$ cat src/hdl/stp_pkg.sv
`default_nettype none

package stp_pkg;

  // Default slope shift of the ramp
  localparam int unsigned RAMP_SHIFT_DEF = 2;

  localparam int unsigned PeriodW = 16;
  localparam int unsigned PosW    = 32;
  localparam int unsigned LenW    = 8;

  // Opcodes of an input item
  localparam logic OP_START = 1'b0;
  localparam logic OP_TICK  = 1'b1;

  // Controller states
  typedef enum logic [2:0] {
    ST_IDLE,
    ST_LOG,
    ST_FIX1,
    ST_FIX2,
    ST_EMIT
  } stp_state_e;

  // Commands from the controller to the datapath
  typedef struct packed {
    logic load;      // input transfer: latch the item
    logic log_step;  // one pass of both length counters
    logic fix1;      // form the raw deceleration length
    logic fix2;      // split any overlap, form the countdown
    logic emit;      // update move state and load the result register
  } stp_cmd_t;

  // Status from the datapath to the controller
  typedef struct packed {
    logic log_done;
  } stp_sts_t;

endpackage

`default_nettype wire

$ cat src/hdl/stp_in_if.sv
`default_nettype none

interface stp_in_if;
  logic               valid;
  logic               ready;
  logic               opcode;
  logic signed [31:0] target_position;
  logic        [15:0] entry_period;
  logic        [15:0] shortest_period;
  logic        [15:0] exit_period;
  logic        [15:0] exit_steps;

  modport source (
    output valid, opcode, target_position, entry_period, shortest_period,
           exit_period, exit_steps,
    input  ready
  );

  modport sink (
    input  valid, opcode, target_position, entry_period, shortest_period,
           exit_period, exit_steps,
    output ready
  );
endinterface

`default_nettype wire

$ cat src/hdl/stp_out_if.sv
`default_nettype none

interface stp_out_if;
  logic               valid;
  logic               ready;
  logic        [15:0] pulse_period;
  logic signed [31:0] current_position;
  logic               running;

  modport source (
    output valid, pulse_period, current_position, running,
    input  ready
  );

  modport sink (
    input  valid, pulse_period, current_position, running,
    output ready
  );
endinterface

`default_nettype wire

$ cat src/hdl/stp_cfg_if.sv
`default_nettype none

interface stp_cfg_if;
  logic        valid;
  logic        ready;
  logic [15:0] base_period;

  modport source (
    output valid, base_period,
    input  ready
  );

  modport sink (
    input  valid, base_period,
    output ready
  );
endinterface

`default_nettype wire

$ cat src/hdl/stp_ctrl.sv
`default_nettype none

module stp_ctrl
  import stp_pkg::*;
(
  input  wire logic     clk_i,
  input  wire logic     rst_ni,
  input  wire logic     in_valid_i,
  input  wire logic     in_opcode_i,
  output logic          in_ready_o,
  output logic          out_valid_o,
  input  wire logic     out_ready_i,
  input  wire stp_sts_t sts_i,
  output stp_cmd_t      cmd_o
);

  stp_state_e state_q, state_d;
  logic       out_valid_q, out_valid_d;
  logic       in_fire;
  logic       emit_ok;

  assign in_fire = in_valid_i && (state_q == ST_IDLE);
  assign emit_ok = (state_q == ST_EMIT) && (!out_valid_q || out_ready_i);

  // Next state
  always_comb begin
    state_d = state_q;
    unique case (state_q)
      ST_IDLE: begin
        if (in_fire) begin
          state_d = (in_opcode_i == OP_START) ? ST_LOG : ST_EMIT;
        end
      end
      ST_LOG: begin
        if (sts_i.log_done) begin
          state_d = ST_FIX1;
        end
      end
      ST_FIX1: state_d = ST_FIX2;
      ST_FIX2: state_d = ST_EMIT;
      ST_EMIT: begin
        if (emit_ok) begin
          state_d = ST_IDLE;
        end
      end
      default: state_d = ST_IDLE;
    endcase
  end

  // Commands
  always_comb begin
    cmd_o          = '0;
    cmd_o.load     = in_fire;
    cmd_o.log_step = (state_q == ST_LOG);
    cmd_o.fix1     = (state_q == ST_FIX1);
    cmd_o.fix2     = (state_q == ST_FIX2);
    cmd_o.emit     = emit_ok;
  end

  // Hold the result valid until its transfer
  always_comb begin
    out_valid_d = out_valid_q;
    priority if (emit_ok) begin
      out_valid_d = 1'b1;
    end else if (out_ready_i) begin
      out_valid_d = 1'b0;
    end
  end

  always_ff @(posedge clk_i or negedge rst_ni) begin
    if (!rst_ni) begin
      state_q     <= ST_IDLE;
      out_valid_q <= 1'b0;
    end else begin
      state_q     <= state_d;
      out_valid_q <= out_valid_d;
    end
  end

  assign in_ready_o  = (state_q == ST_IDLE);
  assign out_valid_o = out_valid_q;

endmodule

`default_nettype wire

$ cat src/hdl/stp_dp.sv
`default_nettype none

module stp_dp
  import stp_pkg::*;
#(
  parameter int unsigned RampShift = RAMP_SHIFT_DEF
) (
  input  wire logic                clk_i,
  input  wire logic                rst_ni,
  input  wire stp_cmd_t            cmd_i,
  output stp_sts_t                 sts_o,
  input  wire logic                cfg_we_i,
  input  wire logic [PeriodW-1:0]  cfg_base_i,
  input  wire logic                in_opcode_i,
  input  wire logic [PosW-1:0]     in_target_i,
  input  wire logic [PeriodW-1:0]  in_entry_i,
  input  wire logic [PeriodW-1:0]  in_floor_i,
  input  wire logic [PeriodW-1:0]  in_exit_i,
  input  wire logic [PeriodW-1:0]  in_steps_i,
  output logic [PeriodW-1:0]       out_period_o,
  output logic [PosW-1:0]          out_pos_o,
  output logic                     out_run_o
);

  localparam int unsigned DW = PeriodW + 2;

  // Configuration and move state
  logic [PeriodW-1:0] base_q;
  logic               active_q, active_d;
  logic [PosW-1:0]    pos_q, pos_d;
  logic [PosW-1:0]    target_q;
  logic [PeriodW-1:0] period_q, period_d;
  logic [PosW-1:0]    cd_q, cd_d;
  logic [LenW-1:0]    dl_q, dl_d;
  logic [PeriodW-1:0] floor_q;
  logic [PeriodW-1:0] final_q;
  logic [PeriodW-1:0] offset_q;
  logic               op_q;
  logic [PosW-1:0]    len_q;

  // Length counters
  logic [PeriodW-1:0] xa_q, xb_q;
  logic [LenW-1:0]    na_q, nb_q;
  logic               run_a, run_b;

  // Result register
  logic [PeriodW-1:0] res_period_q;
  logic [PosW-1:0]    res_pos_q;
  logic               res_run_q;
  logic               run_d;

  // Overlap split
  logic [LenW:0]      sum9;
  logic               over;
  logic [LenW-1:0]    xo;
  logic [LenW:0]      half;
  logic [PosW-1:0]    cd_base;

  // Tick arithmetic
  logic [PosW-1:0]    pos_n;
  logic [PosW-1:0]    cd_n;
  logic [PeriodW-1:0] sp_acc, sp_dec;
  logic signed [DW-1:0] d_s;
  logic signed [DW-1:0] g_s;

  assign run_a = ((xa_q >> RampShift) != '0) && (na_q != {LenW{1'b1}});
  assign run_b = ((xb_q >> RampShift) != '0) && (nb_q != {LenW{1'b1}});
  assign sts_o.log_done = !run_a && !run_b;

  assign sum9    = {1'b0, na_q} + {1'b0, dl_q};
  assign over    = {{(PosW-LenW-1){1'b0}}, sum9} > len_q;
  assign xo      = sum9[LenW-1:0] - len_q[LenW-1:0];
  assign half    = ({1'b0, xo} + {{LenW{1'b0}}, 1'b1}) >> 1;
  assign cd_base = {{(PosW-LenW){1'b0}}, dl_q} + PosW'(1) - len_q;

  assign pos_n = pos_q + PosW'(1);
  assign cd_n  = cd_q + PosW'(1);

  // Acceleration: shrink geometrically, clamp at the floor
  always_comb begin
    sp_acc = period_q - (period_q >> RampShift) + offset_q;
    if (sp_acc < floor_q) begin
      sp_acc = floor_q;
    end
  end

  // Deceleration: grow by the arithmetically shifted distance to base
  assign d_s = $signed({2'b00, period_q}) - $signed({2'b00, base_q})
             + $signed(DW'(1 << RampShift));
  assign g_s = d_s >>> RampShift;
  always_comb begin
    sp_dec = period_q + g_s[PeriodW-1:0];
    if (sp_dec > final_q) begin
      sp_dec = final_q;
    end
  end

  // Next move state for a tick
  always_comb begin
    active_d = active_q;
    pos_d    = pos_q;
    period_d = period_q;
    cd_d     = cd_q;
    run_d    = 1'b1;
    if (op_q == OP_TICK) begin
      pos_d = pos_n;
      priority if (pos_n == target_q) begin
        period_d = final_q;
        active_d = 1'b0;
        run_d    = 1'b0;
      end else if (!active_q) begin
        run_d = 1'b0;
      end else begin
        cd_d = cd_n;
        priority if (cd_n[PosW-1]) begin
          period_d = sp_acc;
        end else if (cd_n <= {{(PosW-LenW){1'b0}}, dl_q}) begin
          period_d = sp_dec;
        end else begin
          period_d = final_q;
        end
      end
    end
  end

  // Deceleration length: raw at fix1, overlap split at fix2
  always_comb begin
    dl_d = dl_q;
    if (cmd_i.fix1) begin
      dl_d = nb_q + LenW'(4) - LenW'(RampShift);
    end else if (cmd_i.fix2 && over) begin
      dl_d = dl_q - {1'b0, xo[LenW-1:1]} - LenW'(1);
    end
  end

  // Control state of the move
  always_ff @(posedge clk_i or negedge rst_ni) begin
    if (!rst_ni) begin
      base_q   <= PeriodW'(1500);
      active_q <= 1'b0;
      pos_q    <= '0;
      target_q <= '0;
      period_q <= '0;
      cd_q     <= '0;
      dl_q     <= '0;
      floor_q  <= '0;
      final_q  <= '0;
      offset_q <= '0;
    end else begin
      if (cfg_we_i) begin
        base_q <= cfg_base_i;
      end
      dl_q <= dl_d;
      if (cmd_i.load && (in_opcode_i == OP_START)) begin
        active_q <= 1'b1;
        target_q <= in_target_i;
        period_q <= in_entry_i;
        floor_q  <= in_floor_i;
        final_q  <= in_exit_i;
        offset_q <= base_q >> RampShift;
      end
      if (cmd_i.fix2) begin
        cd_q <= over ? (cd_base - {{(PosW-LenW-1){1'b0}}, half}) : cd_base;
      end
      if (cmd_i.emit) begin
        active_q <= active_d;
        pos_q    <= pos_d;
        period_q <= period_d;
        cd_q     <= cd_d;
      end
    end
  end

  // Item latch, length counters and result register
  always_ff @(posedge clk_i) begin
    if (cmd_i.load) begin
      op_q  <= in_opcode_i;
      len_q <= in_target_i - {{(PosW-PeriodW){1'b0}}, in_steps_i};
      xa_q  <= in_entry_i - in_floor_i;
      xb_q  <= in_exit_i - in_floor_i;
      na_q  <= '0;
      nb_q  <= '0;
    end else if (cmd_i.log_step) begin
      if (run_a) begin
        xa_q <= xa_q - (xa_q >> RampShift);
        na_q <= na_q + LenW'(1);
      end
      if (run_b) begin
        xb_q <= xb_q - (xb_q >> RampShift);
        nb_q <= nb_q + LenW'(1);
      end
    end
    if (cmd_i.emit) begin
      res_period_q <= period_d;
      res_pos_q    <= pos_d;
      res_run_q    <= run_d;
    end
  end

  assign out_period_o = res_period_q;
  assign out_pos_o    = res_pos_q;
  assign out_run_o    = res_run_q;

endmodule

`default_nettype wire

$ cat src/hdl/stepper_trapezoid_period_profile.sv
`default_nettype none

// Trapezoidal stepper ramp: a start item (opcode 0) loads a move and yields
// one result with the entry period, the unchanged position and running = 1;
// each tick item (opcode 1) advances the position by one and yields the
// period for the next pulse, shrinking toward the shortest period while
// accelerating and growing back to the exit period before the destination,
// where running drops to 0. The position is kept across moves. Items are
// handled one at a time. A start passes from its transfer through the length
// count, the two fix-up states and the emit state, which forms its result;
// the length counters make one shift-and-subtract pass per cycle (at most
// 255; about 35 for the largest periods at the default shift). A tick goes
// from its transfer straight to the emit state. The result sits in an output
// register, and the next item is taken in the cycle after that register has
// been loaded; a result that waits for its transfer holds the block. The
// base_period register (reset 1500) is always ready; the user must write it
// only between moves; the block itself does not enforce this.
module stepper_trapezoid_period_profile
  import stp_pkg::*;
#(
  parameter int unsigned RampShift = RAMP_SHIFT_DEF
) (
  input  wire logic clk_i,
  input  wire logic rst_ni,
  stp_in_if.sink    in_i,
  stp_out_if.source out_o,
  stp_cfg_if.sink   cfg_i
);

  stp_cmd_t cmd;
  stp_sts_t sts;
  logic     in_ready;
  logic     out_valid;
  logic [PosW-1:0] out_pos;

  assign cfg_i.ready = 1'b1;
  assign in_i.ready  = in_ready;
  assign out_o.valid = out_valid;
  assign out_o.current_position = $signed(out_pos);

  stp_ctrl u_ctrl (
    .clk_i       (clk_i),
    .rst_ni      (rst_ni),
    .in_valid_i  (in_i.valid),
    .in_opcode_i (in_i.opcode),
    .in_ready_o  (in_ready),
    .out_valid_o (out_valid),
    .out_ready_i (out_o.ready),
    .sts_i       (sts),
    .cmd_o       (cmd)
  );

  stp_dp #(
    .RampShift (RampShift)
  ) u_dp (
    .clk_i        (clk_i),
    .rst_ni       (rst_ni),
    .cmd_i        (cmd),
    .sts_o        (sts),
    .cfg_we_i     (cfg_i.valid),
    .cfg_base_i   (cfg_i.base_period),
    .in_opcode_i  (in_i.opcode),
    .in_target_i  (in_i.target_position),
    .in_entry_i   (in_i.entry_period),
    .in_floor_i   (in_i.shortest_period),
    .in_exit_i    (in_i.exit_period),
    .in_steps_i   (in_i.exit_steps),
    .out_period_o (out_o.pulse_period),
    .out_pos_o    (out_pos),
    .out_run_o    (out_o.running)
  );

`ifndef ASSERT_OFF
  // Not ready in the cycle after an input transfer
  a_busy_after_in: assert property (@(posedge clk_i) disable iff (!rst_ni)
    (in_i.valid && in_i.ready) |=> !in_i.ready)
    else $error("input taken again right after a transfer");

  // Never overwrite a result that waits for its transfer
  a_emit_free: assert property (@(posedge clk_i) disable iff (!rst_ni)
    cmd.emit |-> (!out_o.valid || out_o.ready))
    else $error("result register overwritten");

  // Length counting only while no item is taken
  a_log_busy: assert property (@(posedge clk_i) disable iff (!rst_ni)
    cmd.log_step |-> !in_i.ready)
    else $error("length counting while ready");
`endif

endmodule

`default_nettype wire

$ cat src/flat_wrapper.sv
// flat-port wrapper written by rule: the top's interface ports become plain ports
module stepper_trapezoid_period_profile_flat import stp_pkg::*;
#(
  parameter int unsigned RampShift = RAMP_SHIFT_DEF
)
  (clk_i, rst_ni, in_i_valid, in_i_opcode, in_i_target_position, in_i_entry_period, in_i_shortest_period, in_i_exit_period, in_i_exit_steps, in_i_ready, out_o_valid, out_o_pulse_period, out_o_current_position, out_o_running, out_o_ready, cfg_i_valid, cfg_i_base_period, cfg_i_ready);
  stp_in_if in_i_i ();
  stp_out_if out_o_i ();
  stp_cfg_if cfg_i_i ();
  input  wire logic clk_i;
  input  wire logic rst_ni;
  input wire logic [$bits(in_i_i.valid)-1:0] in_i_valid;
  input wire logic [$bits(in_i_i.opcode)-1:0] in_i_opcode;
  input wire logic [$bits(in_i_i.target_position)-1:0] in_i_target_position;
  input wire logic [$bits(in_i_i.entry_period)-1:0] in_i_entry_period;
  input wire logic [$bits(in_i_i.shortest_period)-1:0] in_i_shortest_period;
  input wire logic [$bits(in_i_i.exit_period)-1:0] in_i_exit_period;
  input wire logic [$bits(in_i_i.exit_steps)-1:0] in_i_exit_steps;
  output wire logic [$bits(in_i_i.ready)-1:0] in_i_ready;
  output wire logic [$bits(out_o_i.valid)-1:0] out_o_valid;
  output wire logic [$bits(out_o_i.pulse_period)-1:0] out_o_pulse_period;
  output wire logic [$bits(out_o_i.current_position)-1:0] out_o_current_position;
  output wire logic [$bits(out_o_i.running)-1:0] out_o_running;
  input wire logic [$bits(out_o_i.ready)-1:0] out_o_ready;
  input wire logic [$bits(cfg_i_i.valid)-1:0] cfg_i_valid;
  input wire logic [$bits(cfg_i_i.base_period)-1:0] cfg_i_base_period;
  output wire logic [$bits(cfg_i_i.ready)-1:0] cfg_i_ready;
  assign in_i_i.valid = in_i_valid;
  assign in_i_i.opcode = in_i_opcode;
  assign in_i_i.target_position = in_i_target_position;
  assign in_i_i.entry_period = in_i_entry_period;
  assign in_i_i.shortest_period = in_i_shortest_period;
  assign in_i_i.exit_period = in_i_exit_period;
  assign in_i_i.exit_steps = in_i_exit_steps;
  assign in_i_ready = in_i_i.ready;
  assign out_o_valid = out_o_i.valid;
  assign out_o_pulse_period = out_o_i.pulse_period;
  assign out_o_current_position = out_o_i.current_position;
  assign out_o_running = out_o_i.running;
  assign out_o_i.ready = out_o_ready;
  assign cfg_i_i.valid = cfg_i_valid;
  assign cfg_i_i.base_period = cfg_i_base_period;
  assign cfg_i_ready = cfg_i_i.ready;
  stepper_trapezoid_period_profile #(.RampShift(RampShift)) u_core (.clk_i(clk_i), .rst_ni(rst_ni), .in_i(in_i_i), .out_o(out_o_i), .cfg_i(cfg_i_i));
endmodule
$ cat config.mk
export PLATFORM = sky130hd
export DESIGN_NAME = stepper_trapezoid_period_profile_flat
export DESIGN_NICKNAME = d
export VERILOG_FILES = /design/src/hdl/stp_pkg.sv /design/src/hdl/stp_in_if.sv /design/src/hdl/stp_out_if.sv /design/src/hdl/stp_cfg_if.sv /design/src/hdl/stp_ctrl.sv /design/src/hdl/stp_dp.sv /design/src/hdl/stepper_trapezoid_period_profile.sv /design/src/flat_wrapper.sv
export SDC_FILE = /design/constraint.sdc
export NUM_CORES = 1
export LEC_CHECK = 0
export ABC_CLOCK_PERIOD_IN_PS = 6800
export BUFFER_PORTS_ARGS = -buffer_cell sky130_fd_sc_hd__buf_2
export CAP_MARGIN = 25
export CORE_ASPECT_RATIO = 0.8
export CORE_UTILIZATION = 57
export CTS_CLUSTER_DIAMETER = 100
export CTS_CLUSTER_SIZE = 40
export DETAILED_ROUTE_END_ITERATION = 16
export MAX_ROUTING_LAYER = met4
export PLACE_DENSITY = 0.78
export SYNTH_ARGS = -nofsm -noshare
export SYNTH_HDL_FRONTEND = slang
export SYNTH_HIERARCHICAL = 1
export SYNTH_SLANG_ARGS = --single-unit
$ cat constraint.sdc
create_clock -name clk_i -period 6.8 [get_ports clk_i]
set_input_delay 0.34 -clock clk_i [delete_from_list [all_inputs] [get_ports clk_i]]
set_output_delay 0.34 -clock clk_i [all_outputs]
set_load 0.02 [all_outputs]
## Word-level counts from Yosys, hierarchy flattened

Index checks and enable logic that the tools add are counted.
Widths: inputs -> output; s select.

| cells by class | value |
|---|---|
| muxes and demuxes | 37 |
| shift operators | 0 |
| divide/modulo/power cells | 0 |
| $lt $le $gt $ge | 4 |
| add/subtract/negate cells | 24 |
| bitwise gates (word level) | 1 |
| reduce and logical (&&, ||, !) cells | 28 |
| multipliers | 0 |
| equality and inequality tests | 14 |

Operator list:

| operator | count |
|---|---|
| $mux 16 | 15 |
| $mux 32 | 7 |
| $add 32x1->32 const B | 2 |
| $sub 16x14->16 | 3 |
| $eq 32x32->1 | 1 |
| $gt 9x32->1 | 1 |
| $le 32x8->1 | 1 |
| $reduce_bool 16->1 | 2 |
| $sub 16x16->16 | 2 |
| $sub 32x16->32 | 1 |
| $sub 32x8->32 | 1 |
| $sub 9x32->32 | 1 |
| $add 17x4->18 const B | 1 |
| $add 8x1->9 const B | 2 |
| $sub 16x16->17 | 1 |
| $add 16x14->16 | 1 |
| $add 16x16->16 | 1 |
| $add 8x1->8 const B | 2 |
| $gt 16x16->1 | 1 |
| $lt 16x16->1 | 1 |
| $mux 8 | 2 |
| $ne 8x8->1 const B | 2 |
| $pmux 3 s5 | 1 |
| $reduce_bool 2->1 | 7 |
| other kinds (21) | 49 |

| word-level totals | value |
|---|---|
| input port bits | 118 |
| memories kept | 0 |
| bits in writable memories | 0 |
| bits in latches | 0 |
| flip-flop bits (word level) | 317 |
| memory bits (read-only) | 0 |

## Longest topological paths before layout

Gate-level depths: netlist of the first run.

| logic depth | value |
|---|---|
| depth after elaboration | 11 |
| gate-level depth with buffers | 33 |

## Cells and area by module

The synthesis of the first run kept the hierarchy.

By module, submodules not included:

| module | times used | area each (um^2) | cells each |
|---|---|---|---|
| stp_dp | 1 | 25,239.2 | 2,951 |
| stp_ctrl | 1 | 265.3 | 29 |
| stepper_trapezoid_period_profile | 1 | 11.3 | 2 |

## Least setup slack after synthesis of the first run

No wires, ideal clock.

| timing path | value |
|---|---|
| kind | register to register |
| from | reg u_core.u_dp.base_q[3] |
| to | reg u_core.u_dp.res_period_q[11] (netlist: u_core/u_dp/out_period_o[11]) (data pin) |
| path slack | -0.183 ns |
| library setup time | 0.261 ns |
| data required time | 6.539 ns |
| data arrival time | 6.723 ns |
| stages on the path, launching flop included | 31 |
| clock period less this slack | 6.983 ns |
| cells stage by stage | dfstp_2 -> inv_1 -> ha_1 -> a2111oi_0 -> nor3_1 -> o21ai_0 -> xnor2_1 -> nand3_1 -> or3_1 -> nand2b_1 -> xor2_1 -> ha_1 -> nor3_1 -> o311ai_0 -> a31o_2 -> a21oi_1 -> xnor2_1 -> xor2_1 -> ha_1 -> nand4_1 -> or4_1 -> a21oi_1 -> a2111oi_0 -> o21ai_0 -> nor4_4 -> and2_1 -> buf_4 -> buf_8 -> a21oi_2 -> a211oi_1 -> a221o_1 |

| on the way | value |
|---|---|
| cells in the longest elaborated chain, start to end | 10 |

Ends and longest elaborated chain:

| element | line | source |
|---|---|---|
| from (decl) | stp_dp.sv:28 | `logic [PeriodW-1:0] base_q;` |
| from (signal assigned) | stp_dp.sv:139 | `base_q <= PeriodW'(1500);` |
| from (signal assigned) | stp_dp.sv:151 | `base_q <= cfg_base_i;` |
| $sub 16x16->17 (*) | stp_dp.sv:88 | `assign d_s = $signed({2'b00, period_q}) - $signed({2'b00, base_q})` |
| $add 17x4->18 (*) | stp_dp.sv:89 | `+ $signed(DW'(1 << RampShift));` |
| $add 16x16->16 (*) | stp_dp.sv:92 | `sp_dec = period_q + g_s[PeriodW-1:0];` |
| $gt 16x16->1 | stp_dp.sv:93 | `if (sp_dec > final_q) begin` |
| $mux 16 (*) | stp_dp.sv:93 |  |
| $mux 16 (*) | stp_dp.sv:117 | `end else if (cd_n <= {{(PosW-LenW){1'b0}}, dl_q}) begin` |
| $mux 16 (*) | stp_dp.sv:115 | `priority if (cd_n[PosW-1]) begin` |
| $mux 16 (*) | stp_dp.sv:111 | `end else if (!active_q) begin` |
| $mux 16 (*) | stp_dp.sv:107 | `priority if (pos_n == target_q) begin` |
| $mux 16 (*) | stp_dp.sv:105 | `if (op_q == OP_TICK) begin` |
| via u_core.u_dp.period_d[11] | stp_dp.sv:32 | `logic [PeriodW-1:0] period_q, period_d;` |
| to (signal assigned) | stp_dp.sv:194 | `res_period_q <= period_d;` |
| to (decl) | stp_dp.sv:47 | `logic [PeriodW-1:0] res_period_q;` |

Mark *: on every way through the listed nets, which the timed path passes. The rest lies on a longest branch.
A chain may end at the register's enable or synchronous reset.

## Worst setup path after layout of the first run

| timing path | value |
|---|---|
| from | reg u_core.u_dp.base_q[2] |
| to | reg u_core.u_dp.res_period_q[6] (netlist: u_core/u_dp/out_period_o[6]) (data pin) |

The elaborated chain is that of the path after synthesis.

==> run summary, run 1 <==
Status: completed
Pre-antenna DRT Iters: 5
CTS tree: yes
#FFs+latches synth: 317
Startpoint types: flip-flop
Vias per cell: 6.13
Critical path endpoint category: flip-flop
P_sw: 8.85 mW
Area share of the largest cell type after synthesis: 17.7%
Chip Width: 239 um
CP Class: flip-flop to flip-flop
Num CTS Buffers: 14
Vias post-DR: 23246
Initial core utilization: 58.5%
Core area: 43600 um2
Slew Viols, Final: 0
Internal power: 8.64 mW
Slowest stage delay, CP: 0.59 ns
Die height: 191 um
DRC Markers: 0
Skew final: 0.0731 ns
Worst path slowest cell: or4_4
Htree depth: 1
Max-slew headroom: 33.7%
# Max-Cap Violations: 0
Full die area: 45600 um2
Final std cell area, no fill: 28800 um2
DRT iter0 DRCs: 1959
Leakage: 12.7 nW
Async set-reset flop share out of synthesis: 59.0%
Drt wl/cell: 21.4 um
RD Place Congestion: 0.985
Share of cells above drive strength 1: 14.3%
Clock power frac: 6.7%
Comb pwr share: 74.4%
Yosys cell types: 92
First-pass GRT wire length: 124000 um
Clock transition at path regs: 0.16 ns
Critical Path RT: 7.12 ns
Setup violators final: 0
Yosys Warn Count: 6
ANT nets after route: 0
DP Worst Slack: -0.353 ns
Fin crit period: 6.79 ns
Largest net degree at the start of global routing: 133
Worst-Skew Late Latency: 0.58 ns
CTS root buffer: clkbuf_16
I/O pins: 170
Max VDD drop: 0.526 mV
DP Area: 27600 um2
Most frequent CP cell: a21oi_2
WL final: 81100 um
GRT Util Overall: 36.2%
Fmax: 147 MHz
Area grow syn2layout: 12.7%
Worst Tran Pin Value: 0.986 ns
CP Max Fanout: 5
Sink Count: 317
Main flop type after synthesis: dfrtp_1
Count of final hold-check violations: 0
Leading area contributor after synthesis: dfrtp_1
Clock Tree Buf Depth: 3
Fin worst setup slack: 0.00893 ns
HPWL after DPL: 61900 um
Cells after Synth: 2982
Grt ovf: 0
Largest cells by area after synthesis: dfrtp_1, edfxtp_1, ha_1, xnor2_1, nand2_1
Crit share post-route: 99.9%
Sw Share: 50.6%
Number of synthesized flops with an enable pin: 114
Vias in the first global route: 22208
Rows: 68
RSZ-0062 raised after global routing: true
Power density cells: 608 nW/um2
Port buffer count: 168
Nets: 3545
Seq/Total Area, Yosys: 33.0%
Mapped Area: 25500 um2
Syn avg cell area: 8.56 um2
Initial antenna violation count: 2
Min-Delay Path Class: primary input to flip-flop
CP arrival: 7.11 ns
Seq pwr share: 18.9%
Syn Nets: 3341
-- final timing paths --
check	from	end	slack [ns]	cells after the start
hold reg to reg	u_core/u_dp/base_q[12]	u_core/u_dp/offset_q[10]	0.50	2
setup reg to reg	u_core/u_dp/base_q[2]	u_core/u_dp/out_period_o[6]	0.009	33
hold / removal	in_i_shortest_period[6]	u_core/u_dp/floor_q[6]	0.01	3
max in group asynchronous	rst_ni	u_core/u_dp/offset_q[1]	4.97	3
setup / recovery	u_core/u_dp/base_q[2]	u_core/u_dp/out_period_o[6]	0.009	33
min in group asynchronous	rst_ni	u_core/u_dp/target_q[7]	0.41	2
-- stage by stage --
step                hold WS, ns  cells  setup TNS [ns]  power (mW)  util (%)
floorplan                0.0444   2982               0        11.3         -
global placement          0.461   3749           -3.22        14.9      63.2
detailed placement        0.471   3750           -7.52        15.3      63.2
CTS                     0.00119   3783               0        16.6      64.8
global route             0.0127   3791           -4.17        18.9      65.9
finish                   0.0119   3791               0        17.5      65.9
-- worst max-delay path, delay by kind of cell, from the launching register on --
family / cells / cell delay, ns
AO/OA/AOI/OAI: 14 / 2.62
AND/OR/NAND/NOR: 7 / 1.28
adder cells (fa/ha/maj): 3 / 0.87
XOR/XNOR: 4 / 0.63
flip-flops: 1 / 0.57
buffers and inverters: 5 / 0.55
-- per-layer routing --
metal  vias up  global-route usage, %  part of all wire (%)
met5         -                      -                     0
met4         0                   7.94                   2.3
met3       104                   8.72                   9.7
met2       948                   52.1                    42
met1     11300                   51.3                    46
li1      10894                      -                     -
-- cell families after synthesis --
logic type	after synthesis	synth area share, %
AND/OR/NAND/NOR	1033	19.6
XOR/XNOR	308	10.6
flip-flops	317	33.0
adder cells (fa/ha/maj)	242	12.6
buffers and inverters	379	5.79
AO/OA/AOI/OAI	658	16.7
other	1	0.0147
multiplexers	44	1.77
-- power by group through the flow --
stage | combinational [mW] | sequential [mW] | clock [mW]
CTS | 12.2 | 3.26 | 1.19
global route | 14.3 | 3.35 | 1.24
floorplan | 8.22 | 3.13 | 0
global placement | 11.7 | 3.28 | 0
detailed placement | 12.0 | 3.29 | 0
finish | 13.0 | 3.30 | 1.17
-- layout make-up --
cell class	instances	area (um2)
multi-input combinational	2286	16100
fill	3637	14900
sequential	317	8430
timing repair buffer	302	1940
inverter	265	995
tap	595	744
clock buffer	16	379
clock inverter	8	143
antenna	2	5.00
-- state kept, by name, indices dropped and copies added (netlist names), 3 cells and up --
name,cells
u_core/u_ctrl/state_q,3
u_core/u_dp/base_q,16
u_core/u_dp/cd_q,32
u_core/u_dp/dl_q,8
u_core/u_dp/final_q,16
u_core/u_dp/floor_q,16
u_core/u_dp/len_q,32
u_core/u_dp/na_q,8
u_core/u_dp/nb_q,8
u_core/u_dp/offset_q,14
u_core/u_dp/out_period_o,16
u_core/u_dp/out_pos_o,32
u_core/u_dp/period_q,16
u_core/u_dp/pos_q,32
u_core/u_dp/target_q,32
u_core/u_dp/xa_q,16
u_core/u_dp/xb_q,16
-- placed cells by master, fill, tap and decap left out, types with 18 or more instances in the layout --
cell type  count
a31oi_1       21
a21oi_1      163
nor2_1       218
a21boi_0      18
nand2b_1      29
nand4_1       40
ha_1         208
fa_1          25
nand3_1      102
nor3_1        59
a211oi_1      40
nand2_1      344
and3_1        19
a21o_1        37
o21ai_0      165
xor2_1       108
buf_4        116
mux2i_1       33
buf_2        167
o211ai_1      19
nor4_1        36
nor2b_1       46
o31ai_1       18
or3_1         28
xnor2_1      190
dfrtp_1      178
inv_1        263
edfxtp_1     114
-- synthesized netlist by cell type, drive strengths merged (40+ instances only) --
library cell,instances
a211oi,41
o21ai,172
clkbuf,84
nor3,66
nand3,104
inv,265
a21oi,177
nor2,223
dfrtp,180
xnor2,195
nand4,40
nor4,41
xor2,113
ha,216
nand2,345
nor2b,49
edfxtp,114
-- repair_timing --
| action | CTS | global route |
|---|---|---|
| gates resized for setup | 17 | 78 |
| setup buffers | 1 | 7 |
| hold buffers | 8 | 0 |
| endpoints found under the setup margin | 32 | 32 |
| hold endpoints to repair | 104 | 0 |
| pin swaps | 8 | 41 |
Power figures use the tool's default switching activity.
==> inputs of run 2 (changes only) <==
- ABC_AREA: unset -> 1
==> run 2 against run 1 <==
Effect of this change:
- critical path depth is 9 higher
- cell area is 1.2% lower
- area after synthesis is 2.8% higher
- count of clock-buffer cells in the layout is 1 lower
- global-route usage is 3.6 points lower
- die area is 2.8% higher
- clock skew is 0.029 ns lower
- first-iteration DRC count is 23% higher
- worst setup slack better by 0.56 ns
- register-to-register slack better by 0.56 ns
- utilization is 2.6 points lower
==> run summary, run 2 <==
Status: completed
Number of synthesized flops with an enable pin: 114 (unchanged)
Area share of the largest cell type after synthesis: 17.2% (-0.49 points)
Share of cells above drive strength 1: 7.50% (-6.8 points)
Initial core utilization: 58.5% (about the same)
# Max-Cap Violations: 0 (unchanged)
Commonest non-fill, non-tap cell in the layout: nand2_1
CP Max Fanout: 16 (+11)
Reg2reg start: u_core/u_dp/base_q[2]
Fmax: 161 MHz (+9.1%)
Vias per cell: 5.57 (-9.2%)
Setup violators final: 0 (unchanged)
Most common library cells after synthesis: nand2_1, inv_1, o21ai_0
I/O pins: 170 (unchanged)
Drt wl/cell: 16.8 um (-21%)
FF-to-FF End: u_core/u_dp/out_period_o[13]
Syn avg cell area: 7.11 um2 (-17%)
CTS tree: yes
Die height: 194 um (+1.4%)
Dpl cells: 4399 (+17%)
CP Class: flip-flop to flip-flop
Most frequent cell after synthesis: nand2_1
Cells after Synth: 3691 (+24%)
RSZ-0062 raised after global routing: false
WL final: 74800 um (-7.7%)
Critical Path RT: 7.13 ns (about the same)
GRT Util Overall: 32.5% (-3.6 points)
Seq/Total Area, Yosys: 32.1% (-0.92 points)
Clock transition at path regs: 0.14 ns (-0.02 ns)
Yosys Warn Count: 6 (unchanged)
Main flop type after synthesis: dfrtp_1
CTS root buffer: clkbuf_16
First-pass GRT wire length: 119000 um (-4.0%)
#FFs+latches synth: 317 (unchanged)
Skew final: 0.0444 ns (-0.0288 ns)
Syn Nets: 4050 (+21%)
Crit path to: u_core/u_dp/out_period_o[13]
DRC Markers: 0 (unchanged)
Area grow syn2layout: 8.34%
Yosys cell types: 65 (-29%)
Post-CTS sizing: 0 (-17)
Slew Viols, Final: 0 (unchanged)
Non-filler cells in the finished layout: 4451 (+17%)
HPWL after DPL: 58700 um (-5.1%)
Worst Tran Pin Value: 0.997 ns (+0.0111 ns)
Num CTS Buffers: 15 (+1)
Initial antenna violation count: 7 (+5)
Max-slew headroom: 33.5% (-0.21 points)
Vias in the first global route: 22353 (+0.65%)
Core area: 44900 um2 (+2.9%)
Nets: 4192 (+18%)
Fin crit period: 6.23 ns (-0.565 ns)
Largest cells by area after synthesis: dfrtp_1, nand2_1, edfxtp_1, ha_1, inv_1
Mapped Area: 26200 um2 (+2.8%)
Largest net degree at the start of global routing: 85 (-36%)
Port buffer count: 168 (unchanged)
Startpoint types: flip-flop
Grt ovf: 0 (unchanged)
Slowest stage delay, CP: 0.55 ns (-0.04 ns)
Async set-reset flop share out of synthesis: 59.0% (unchanged)
Worst-Skew Late Latency: 0.57 ns (about the same)
Leading area contributor after synthesis: dfrtp_1
ANT nets after route: 0 (unchanged)
CP arrival: 6.55 ns (-0.56 ns)
Crit share post-route: 91.6% (-8.3 points)
Reg2reg path depth: 42 (+27%)
Count of final hold-check violations: 0 (unchanged)
Full die area: 46900 um2 (+2.8%)
Pre-antenna DRT Iters: 8 (+3)
Vias post-DR: 24793 (+6.7%)
DRT iter0 DRCs: 2403 (+23%)
Commonest cells after routing, fill and taps aside: nand2_1, inv_1, o21ai_0, nor2_1, a21oi_1
Min-Delay Path Class: primary input to flip-flop
Most frequent CP cell: nand2_1
RD Place Congestion: 0.995 (+0.97%)
Setup TNS: 0 ns (unchanged)
Reg-to-reg setup timing slack: 0.57 ns (+0.56 ns)
Chip Width: 242 um (+1.4%)
Clock Tree Buf Depth: 3 (unchanged)
Critical path endpoint category: flip-flop
Sink Count: 317 (unchanged)
Htree depth: 1 (unchanged)
Rows: 69 (+1.5%)
Critical path startpoint: u_core/u_dp/base_q[2]
Worst path slowest cell: dfstp_2
-- run 2: what timing repair did --
action,4_1_cts,5_1_grt
hold buffers,19,0
endpoints found under the hold margin,85,0
buffers inserted,0,0
setup endpoints to repair,0,1
-- run 2: worst min path at each step --
stage                             start                         to  slack [ns]  cells past startpoint
6_report       in_i_shortest_period[12]    u_core/u_dp/floor_q[12]        0.01                      3
5_1_grt        in_i_target_position[15]   u_core/u_dp/target_q[15]        0.01                      3
4_1_cts        in_i_shortest_period[12]    u_core/u_dp/floor_q[12]       0.001                      3
3_5_place_dp                     rst_ni        u_core/u_dp/dl_q[4]        0.38                      1
3_3_place_gp                     rst_ni        u_core/u_dp/dl_q[1]        0.38                      1
2_1_floorplan                    rst_ni  u_core/u_ctrl/out_valid_o        0.04                      0
-- run 2: area by class of cell --
cell class / count / area [um2]
Fill cell: 4141 / 16500
Antenna cell: 7 / 17.5
Tap cell: 603 / 754
Timing Repair Buffer: 209 / 1220
Clock inverter: 10 / 168
Sequential cell: 317 / 8430
Inverter: 603 / 2260
Clock buffer: 15 / 375
Multi-Input combinational cell: 2687 / 15200
-- run 2: cell families (layout without fill, tap and decap cells) --
family | Yosys count | after routing | synth area share (%)
AOI/OAI and AO/OA | 664 | 664 | 13.6
xor gates and xnor gates | 168 | 168 | 5.61
adders and majority gates | 241 | 241 | 12.2
buffers and inverters | 687 | 837 | 10.0
DFF | 317 | 317 | 32.1
muxes | 5 | 5 | 0.195
other | 1 | 8 | 0.0143
and+or+nand+nor | 1608 | 1608 | 26.2
-- run 2: layer usage --
metal | up-vias | wire, um | global-route usage, %
li1 | 12311 | - | -
met1 | 11429 | 35400 | 49.4
met2 | 965 | 30700 | 45.5
met3 | 88 | 7000 | 4.69
met4 | 0 | 1650 | 6.77
met5 | - | 0 | -
-- run 2: worst max-delay path, delay by kind of cell (launching register included) --
| family | cells | cell delay (ns) |
|---|---|---|
| compound gates | 3 | 0.44 |
| xor+xnor | 1 | 0.18 |
| fa+ha+maj | 4 | 1.16 |
| buf+inv | 7 | 0.57 |
| flops | 1 | 0.55 |
| simple gates | 27 | 3.10 |
-- run 2: through the flow --
step,util [%],hold slack [ns],setup WS (ns),area (um2)
finish,63.3,0.0124,0.574,28400
global route,63.3,0.0127,0.0253,28400
CTS,63.2,0.00106,0.661,28400
detailed placement,61.6,0.384,0.694,27700
global placement,61.6,0.377,0.768,27700
floorplan,-,0.0444,1.26,26200
Power of run 2 is not shown: default switching activity piles up to over one toggle a cycle in this logic, so the estimate is an artifact.
